===== src/rtl/rtlpm_pkg.sv =====
// Shared types, constants and helpers for the longest-prefix-match route table.
// Used by rtlpm_cell and route_table_longest_prefix_match; depends on nothing.

package rtlpm_pkg;

  localparam int unsigned RouteEntries = 64;
  localparam int unsigned AddrW        = 32;
  localparam int unsigned LenW         = 6;
  localparam int unsigned IfW          = 8;
  localparam int unsigned RmvW         = 7;
  localparam int unsigned MaxLen       = 32;
  localparam int unsigned RmvMax       = 127;

  typedef enum logic [1:0] {
    OP_INSERT = 2'd0,
    OP_LOOKUP = 2'd1,
    OP_DELETE = 2'd2
  } op_e;

  typedef enum logic [1:0] {
    ST_OK   = 2'd0,
    ST_MISS = 2'd1,
    ST_FULL = 2'd2
  } status_e;

  // One stored route
  typedef struct packed {
    logic [AddrW-1:0] prefix;
    logic [LenW-1:0]  len;
    logic [IfW-1:0]   ifx;
    logic [AddrW-1:0] hop;
  } route_t;

  // Best match carried along the chain by a lookup transaction
  typedef struct packed {
    logic             found;
    logic [LenW-1:0]  len;
    logic [IfW-1:0]   ifx;
    logic [AddrW-1:0] hop;
  } acc_t;

  // Operation control broadcast from the sequencer to every cell
  typedef struct packed {
    logic             is_del;
    logic [AddrW-1:0] key;
    logic [LenW-1:0]  del_len;
    logic             sort_en;
    logic             phase;
  } ctrl_t;

  // Saturate a prefix length to the address width
  function automatic logic [LenW-1:0] clamp_len(input logic [LenW-1:0] l);
    return (l > LenW'(MaxLen)) ? LenW'(MaxLen) : l;
  endfunction

  // Mask of the top l address bits; l is at most the address width
  function automatic logic [AddrW-1:0] prefix_mask(input logic [LenW-1:0] l);
    return ~({AddrW{1'b1}} >> l);
  endfunction

endpackage


===== src/rtl/rtlpm_cell.sv =====
// One slot of the route table chain: holds a route, matches a passing
// transaction token and swaps with a neighbor during compaction. Uses rtlpm_pkg.

module rtlpm_cell #(
  parameter int unsigned CntW   = 7,
  parameter bit          Parity = 1'b0
) (
  input  logic                  clk_i,
  input  logic                  rst_ni,
  input  rtlpm_pkg::ctrl_t      ctrl_i,
  input  logic                  ins_en_i,
  input  rtlpm_pkg::route_t     ins_route_i,
  input  logic                  left_valid_i,
  input  rtlpm_pkg::route_t     left_route_i,
  input  logic                  right_valid_i,
  input  rtlpm_pkg::route_t     right_route_i,
  output logic                  valid_o,
  output rtlpm_pkg::route_t     route_o,
  input  logic                  tok_i,
  input  rtlpm_pkg::acc_t       acc_i,
  input  logic [CntW-1:0]       cnt_i,
  output logic                  tok_o,
  output rtlpm_pkg::acc_t       acc_o,
  output logic [CntW-1:0]       cnt_o
);
  import rtlpm_pkg::*;

  logic             valid_q, valid_d;
  route_t           route_q, route_d;
  logic             tok_q;
  acc_t             acc_q, acc_d;
  logic [CntW-1:0]  cnt_q, cnt_d;
  logic [AddrW-1:0] mask;
  logic             match;
  logic             left_role;

  // Compare the held route against the broadcast key
  assign mask  = ctrl_i.is_del ? prefix_mask(ctrl_i.del_len) : prefix_mask(route_q.len);
  assign match = valid_q && (((route_q.prefix ^ ctrl_i.key) & mask) == '0);

  // Pair role for this compaction step
  assign left_role = (Parity == ctrl_i.phase);

  // Slot update: append, kill on delete, swap on compaction
  always_comb begin
    valid_d = valid_q;
    route_d = route_q;
    if (ins_en_i && !valid_q && left_valid_i) begin
      valid_d = 1'b1;
      route_d = ins_route_i;
    end
    if (tok_i && ctrl_i.is_del && match) begin
      valid_d = 1'b0;
    end
    if (ctrl_i.sort_en) begin
      if (left_role) begin
        if (!valid_q && right_valid_i) begin
          valid_d = 1'b1;
          route_d = right_route_i;
        end
      end else begin
        if (valid_q && !left_valid_i) begin
          valid_d = 1'b0;
          route_d = left_route_i;
        end
      end
    end
  end

  // Advance the token accumulator: best match or removal count
  always_comb begin
    acc_d = acc_i;
    cnt_d = cnt_i;
    if (match && !ctrl_i.is_del && (!acc_i.found || (route_q.len > acc_i.len))) begin
      acc_d.found = 1'b1;
      acc_d.len   = route_q.len;
      acc_d.ifx   = route_q.ifx;
      acc_d.hop   = route_q.hop;
    end
    if (match && ctrl_i.is_del) begin
      cnt_d = cnt_i + CntW'(1);
    end
  end

  // Hold control bits under reset
  always_ff @(posedge clk_i or negedge rst_ni) begin
    if (!rst_ni) begin
      valid_q <= 1'b0;
      tok_q   <= 1'b0;
    end else begin
      valid_q <= valid_d;
      tok_q   <= tok_i;
    end
  end

  // Payload registers
  always_ff @(posedge clk_i) begin
    route_q <= route_d;
    acc_q   <= acc_d;
    cnt_q   <= cnt_d;
  end

  assign valid_o = valid_q;
  assign route_o = route_q;
  assign tok_o   = tok_q;
  assign acc_o   = acc_q;
  assign cnt_o   = cnt_q;

endmodule


===== config.mk =====
export PLATFORM = sky130hd
export DESIGN_NAME = rtlpm_cell
export DESIGN_NICKNAME = d
export VERILOG_FILES = /design/src/rtl/rtlpm_pkg.sv /design/src/rtl/rtlpm_cell.sv
export SDC_FILE = /design/constraint.sdc
export NUM_CORES = 1
export LEC_CHECK = 0
export ABC_AREA = 1
export BUFFER_PORTS_ARGS = -buffer_cell sky130_fd_sc_hd__clkbuf_2
export CELL_PAD_IN_SITES_DETAIL_PLACEMENT = 1
export CELL_PAD_IN_SITES_GLOBAL_PLACEMENT = 1
export CORE_AREA = 2 2 181 183
export CTS_CLUSTER_SIZE = 28
export DETAILED_ROUTE_END_ITERATION = 7
export DIE_AREA = 0 0 183 185
export PLACE_DENSITY_LB_ADDON = 0.1
export SLEW_MARGIN = 20
export SYNTH_ARGS = -nofsm -noshare
export SYNTH_HDL_FRONTEND = slang
export SYNTH_SLANG_ARGS = --single-unit

===== constraint.sdc =====
create_clock -name clk_i -period 5.2 [get_ports clk_i]
set_clock_uncertainty 0.1 [all_clocks]
set_input_delay 1.04 -clock clk_i [delete_from_list [all_inputs] [get_ports clk_i]]
set_output_delay 1.04 -clock clk_i [all_outputs]
set_load 0.005 [all_outputs]

==> results.sh, run 1 <==
export IMPL_critPathKind="input port to flop"
export IMPL_grt_pass1_wl_um=58400
export IMPL_status="complete, no violations"
export IMPL_hpwl_um=31600
export IMPL_setup_tns_ns=0
export IMPL_slew_headroom_pct=36.3
export IMPL_first_pass_iters=4
export IMPL_cts_tree="built"
export IMPL_p_comb_share_pct=37.3
export IMPL_arrival_ns=3.88
export IMPL_detail_route_antenna_nets=0
export IMPL_drc=0
export IMPL_root_buffer="clkbuf_16"
export IMPL_finalCriticalPeriod_ns=3.67
export IMPL_start_util_pct=22.6
export IMPL_critical_path_max_stage_delay_ns=0.54
export IMPL_num_vias=8632
export IMPL_syn_area_mm2=0.00726
export IMPL_die_x_um=183
export IMPL_finalCritPeriodShare_pct=70.6
export IMPL_yosysWarnings=0
export IMPL_postSynth_asyncResetShare_pct=1.49
export IMPL_fin_nets=1731
export IMPL_io_pins=469
export IMPL_peakVddDrop_uv=232
export IMPL_synthCells=960
export IMPL_clk_pin_slew_worst_paths_ns=0.06
export IMPL_hp_class="input port to asynchronous set/reset pin"
export IMPL_p_seq_share_pct=34.6
export IMPL_r2r_setup_slack_ns=1.93
export IMPL_yosysUniqueCellTypes=30
export IMPL_clock_path_buffers=2
export IMPL_power_switching_uw=2000
export IMPL_grt_setup_unrepaired="false"
export IMPL_rows=66
export IMPL_drt_initial_drc_count=311
export IMPL_finalSetupViolCount=0
export IMPL_grt_overflow=0
export IMPL_gp_congestion=0.858
export IMPL_synth_fp_nets=1302
export IMPL_synthFlopType="dfxtp_1"
export IMPL_p_leak_uw=0.00576
export IMPL_critPathLaunchType="input port"
export IMPL_r2r_end="cnt_o[2]"
export IMPL_drive_gt1_share_pct=38.2
export IMPL_final_cell_mix="clkbuf_2, nand2_1, dfxtp_1, mux2i_1"
export IMPL_cts_setup_buffers=0
export IMPL_p_clk_share_pct=28.1
export IMPL_crit_chain="clkbuf_2, inv_2, nor2_2, o21ai_1, nand4_1, nand2_1, nor2_1, nand3_1, nor2_4, buf_4, nand2_1, nand2_1, o21ai_0"
export IMPL_end_kind="flop"
export IMPL_p_total_uw=5110
export IMPL_dieArea_mm2=0.0339
export IMPL_synth_edf_count=0
export IMPL_grt_pass1_vias=9206
export IMPL_fp_coreArea_mm2=0.0320
export IMPL_intPower_uw=3110
export IMPL_layout_commonest_cell="clkbuf_2"
export IMPL_portBuffers=468
export IMPL_vias_per_cell=4.77
export IMPL_grt_max_degree=56
export IMPL_routed_wirelength_um=39900
export IMPL_path_max_fanout=53
export IMPL_antenna_found_initial=0
export IMPL_rr_startpoint="route_o[43]"
export IMPL_post_drt_wl_per_cell_um=22.1
export IMPL_antenna_cells=0
export IMPL_ys_seq_elements=134
export IMPL_switching_share_pct=39.2
export IMPL_grt_usage_pct=23.2
export IMPL_drv_slew=0
export IMPL_postCtsHoldBufs=0
export IMPL_htreeDepth=4
export IMPL_cts_made_buffers=17
export IMPL_cp_required_ns=5.41
export IMPL_p_per_area_mw_per_mm2=481
export IMPL_tightestPinTransition_ns=0.956
export IMPL_path_common_cell="nand2_1"
export IMPL_slowest_stage="buf_4"
export IMPL_hold_violations=0
export IMPL_clk_insertion_delay_late_ns=0.43
export IMPL_syn_area_per_cell_um2=7.56
export IMPL_clock_sinks=134
export IMPL_cap_violations=0
export IMPL_cts_resized=0
export IMPL_n_fill_cell=4080
export IMPL_ys_seq_area_share_pct=37.1
export IMPL_fmax_mhz=273
export IMPL_die_y_um=185
export IMPL_area_growth_pct=46.3
export IMPL_worst_r2r_path_depth=13
## flip-flops by register name (all words and copies together), names as in the netlist
register / flops
route_o: 78
acc_o: 47
cnt_o: 7
tok_o: 1
valid_o: 1
## cell families after synthesis
group	Yosys count	share of synthesized area (%)
AO/OA/AOI/OAI	170	15.8
XOR/XNOR	31	3.74
flip-flops	134	37.1
AND/OR/NAND/NOR	428	25.9
multiplexers	66	9.10
adder cells (fa/ha/maj)	7	1.21
buffers and inverters	124	7.09
## power by group through the flow
stage	clock [µW]	sequential [µW]	combinational [µW]
final	1440	1770	1910
after global routing	1510	1820	2120
after CTS	1470	1770	1940
after detailed placement	0	1790	1930
after global placement	0	1790	1930
after floorplan	0	1670	990
## Yosys cell counts, types with 2 or more instances
library cell / count / area share [%]
mux2i_1: 66 / 9.1
nand2_2: 2 / 0.17
dfrtp_1: 2 / 0.69
inv_2: 6 / 0.31
nor2_1: 36 / 1.9
xor2_1: 23 / 2.8
clkbuf_1: 52 / 2.7
nor2_4: 2 / 0.31
a21oi_1: 66 / 4.6
nand3_1: 66 / 4.6
o21ai_0: 22 / 1.5
o32ai_1: 58 / 7.0
clkinv_1: 2 / 0.10
buf_2: 9 / 0.62
o221ai_1: 20 / 2.4
o21ai_1: 3 / 0.21
nand2_1: 262 / 14
ha_1: 7 / 1.2
nor2_2: 2 / 0.17
buf_1: 6 / 0.31
buf_6: 5 / 0.78
nand4_1: 54 / 4.7
dfxtp_1: 132 / 36
xnor2_1: 8 / 0.97
inv_1: 44 / 2.3
## critical path, delay by kind of cell
kind / cells / cell delay, ns
AO/OA/AOI/OAI: 2 / 0.28
AND/OR/NAND/NOR: 8 / 1.43
buffers and inverters: 3 / 1.08
## area by class of cell
cell class	instances	area (µm²)	share of cell area, %
clock buffer	21	460	4.34
clock inverter	11	219	2.06
sequential	134	2690	25.4
timing repair buffer	482	2460	23.2
multi-input combinational	702	4080	38.4
tap	408	510	4.81
inverter	52	195	1.84
## stage by stage
| step | setup slack [ns] | utilization [%] | area (µm²) | hold WS (ns) | cells |
|---|---|---|---|---|---|
| after global routing | 1.28 | 33.1 | 10600 | 0.278 | 1810 |
| final | 1.53 | 33.1 | 10600 | 0.292 | 1810 |
| after CTS | 1.58 | 33.1 | 10600 | 0.270 | 1810 |
| after detailed placement | 1.11 | 31.0 | 9940 | 0.386 | 1778 |
| after floorplan | 2.41 | - | 7260 | 0.380 | 960 |
| after global placement | 1.13 | 31.0 | 9940 | 0.382 | 1778 |
## worst max-delay path by stage
stage	from	endpoint	slack [ns]
floorplan	ctrl_i[40]	acc_o[36]	2.41
global placement	ctrl_i[40]	cnt_o[5]	1.13
detailed placement	ctrl_i[40]	cnt_o[2]	1.11
CTS	ctrl_i[40]	cnt_o[2]	1.58
global route	ctrl_i[40]	cnt_o[5]	1.28
finish	ctrl_i[40]	cnt_o[2]	1.53
## layer usage
metal / track usage [%] / share of wire [%] / vias to the layer above / routed length, µm
met3: 5.25 / 5.5 / 25 / 2180
met1: 27.4 / 41 / 4106 / 16600
li1: - / - / 4229 / -
met5: 0 / 0 / - / 0
met4: 5.66 / 1.4 / 0 / 565
met2: 42.3 / 52 / 272 / 20600
No activity file was read; power rests on OpenSTA's default activity.
==> run 2: changes to the inputs <==
--- a/config.mk
+++ b/config.mk
@@ -9,10 +9,10 @@
 export BUFFER_PORTS_ARGS = -buffer_cell sky130_fd_sc_hd__clkbuf_2
 export CELL_PAD_IN_SITES_DETAIL_PLACEMENT = 1
 export CELL_PAD_IN_SITES_GLOBAL_PLACEMENT = 1
-export CORE_AREA = 2 2 181 183
+export CORE_AREA = 2 2 182 184
 export CTS_CLUSTER_SIZE = 28
 export DETAILED_ROUTE_END_ITERATION = 7
-export DIE_AREA = 0 0 183 185
+export DIE_AREA = 0 0 184 186
 export PLACE_DENSITY_LB_ADDON = 0.1
 export SLEW_MARGIN = 20
 export SYNTH_ARGS = -nofsm -noshare
==> constraint.sdc (replaced) <==
create_clock -name clk_i -period 3.7 [get_ports clk_i]
set_clock_uncertainty 0.1 [all_clocks]
set_input_delay 0.74 -clock clk_i [delete_from_list [all_inputs] [get_ports clk_i]]
set_output_delay 0.74 -clock clk_i [all_outputs]
set_load 0.005 [all_outputs]
==> run 2 against run 1 <==
Sequential power grew 40%. Critical path depth grew 4. Via count grew 0.13%. Global-route usage shrank 0.24 points. Core utilization shrank 0.15 points. Sequential cell count is the same. Worst hold slack gained 0.035 ns. Setup slack lost 0.66 ns. Routed wire length shrank 0.26%. Non-clock buffer count grew 5. Register-to-register slack lost 0.94 ns. Critical endpoint unchanged. Clock-buffer cell count shrank 3.
==> results.sh, run 2 (synthesized netlist as in run 1, its figures left out) <==
export IMPL_htreeDepth=4
export IMPL_grt_max_degree=49
export IMPL_clk_insertion_delay_late_ns=0.45
export IMPL_peakVddDrop_uv=329
export IMPL_gp_congestion=0.918
export IMPL_dp_cells=1782
export IMPL_grt_overflow=0
export IMPL_hp_start="tok_i"
export IMPL_critPathLaunchType="input port"
export IMPL_area_growth_pct=46.4
export IMPL_grt_pass1_vias=9038
export IMPL_drc=0
export IMPL_antenna_found_initial=2
export IMPL_finalCriticalPeriod_ns=2.83
export IMPL_first_pass_iters=4
export IMPL_post_drt_wl_per_cell_um=21.9
export IMPL_routed_wirelength_um=39800
export IMPL_portBuffers=468
export IMPL_p_leak_uw=0.00576
export IMPL_drive_gt1_share_pct=38.4
export IMPL_largest_reg_flops=78
export IMPL_clock_sinks=134
export IMPL_cp_required_ns=3.92
export IMPL_die_x_um=184
export IMPL_cap_violations=0
export IMPL_path_max_fanout=39
export IMPL_grt_usage_pct=22.9
export IMPL_grt_pass1_wl_um=57300
export IMPL_vias_per_cell=4.76
export IMPL_fp_coreArea_mm2=0.0322
export IMPL_fmax_mhz=354
export IMPL_num_vias=8643
export IMPL_fin_nets=1736
export IMPL_p_per_area_mw_per_mm2=657
export IMPL_critPathKind="input port to flop"
export IMPL_drv_slew=0
export IMPL_setup_tns_ns=0
export IMPL_grt_setup_unrepaired="false"
export IMPL_end_kind="flop"
export IMPL_layout_commonest_cell="clkbuf_2"
export IMPL_rows=66
export IMPL_die_y_um=186
export IMPL_fin_cells=1816
export IMPL_drt_initial_drc_count=333
export IMPL_final_cell_mix="clkbuf_2, nand2_1, dfxtp_1, mux2i_1"
export IMPL_status="complete, no violations"
export IMPL_hpwl_um=32300
export IMPL_clock_path_buffers=2
export IMPL_rr_startpoint="route_o[44]"
export IMPL_start_util_pct=22.5
export IMPL_finalSetupViolCount=0
export IMPL_cts_made_buffers=17
export IMPL_clk_pin_slew_worst_paths_ns=0.07
export IMPL_hp_class="input port to flop"
export IMPL_detail_route_antenna_nets=0
export IMPL_crit_start="ctrl_i[40]"
export IMPL_cts_tree="built"
export IMPL_finalCritPeriodShare_pct=76.4
export IMPL_dieArea_mm2=0.0342
export IMPL_seq_area_mm2=0.00269
export IMPL_root_buffer="clkbuf_16"
export IMPL_multi_input_area_mm2=0.00408
export IMPL_tightestPinTransition_ns=0.675
export IMPL_io_pins=469
export IMPL_n_fill_cell=4118
export IMPL_slew_headroom_pct=55.0
export IMPL_hold_violations=0
export IMPL_arrival_ns=3.04
## run 2: what timing repair did
action	4_1_cts	5_1_grt
hold buffers	1	0
resized for setup	0	0
hold endpoints to repair	2	0
setup buffers	0	0
## run 2: worst paths after layout
path                            slack [ns]   endpoint  cells after the start
min in group asynchronous             0.53      tok_o                      2
max in group asynchronous             2.86    valid_o                      2
worst max-delay path                  0.87   cnt_o[2]                     17
worst min-delay path                  0.33      tok_o                      1
worst max register to register        0.99   cnt_o[2]                     15
worst min register to register        0.39  acc_o[36]                      2
## run 2: critical path, stage by stage
cell	delay [ns]
clkbuf_2	0.20
buf_4	0.24
nor2_8	0.14
nand2_2	0.13
inv_2	0.17
nand2_1	0.08
nand3_1	0.07
nand2_1	0.06
nor2_1	0.10
nand2_1	0.06
nor2_1	0.11
nand2_1	0.12
nor2_4	0.17
buf_12	0.23
nand2_1	0.22
nand2_1	0.10
o21ai_0	0.08
## run 2: layout make-up
class | count | area share (%)
multi-input combinational | 702 | 38.4
antenna | 1 | 0.0236
clock buffer | 18 | 4.04
tap | 408 | 4.81
inverter | 52 | 1.84
clock inverter | 14 | 1.66
timing repair buffer | 487 | 23.9
sequential | 134 | 25.3
## run 2: metal layers
layer	wire, µm	global-route usage [%]	vias up
met4	1050	8.19	2
met3	2550	6.48	50
met5	13	0	-
met2	19800	40.3	306
met1	16500	26.6	4045
li1	-	-	4240
## run 2: stage by stage
stage / power [µW] / hold slack, ns / area [µm²] / setup WS [ns] / utilization (%)
2_1_floorplan: 3740 / 0.344 / 7260 / 1.21 / -
3_3_place_gp: 5240 / 0.381 / 10000 / 0.459 / 31.1
3_5_place_dp: 5250 / 0.384 / 10000 / 0.451 / 31.1
4_1_cts: 7090 / 0.305 / 10600 / 0.891 / 33.0
5_1_grt: 7460 / 0.316 / 10600 / 0.592 / 33.0
6_report: 6980 / 0.327 / 10600 / 0.872 / 33.0
## run 2: power by group
| part | leakage (µW) | switching [µW] | internal [µW] |
|---|---|---|---|
| combinational | 0.00434 | 1560 | 1140 |
| sequential | 0.00114 | 552 | 1930 |
| clock | 0.000285 | 737 | 1070 |
| total | 0.00576 | 2850 | 4140 |
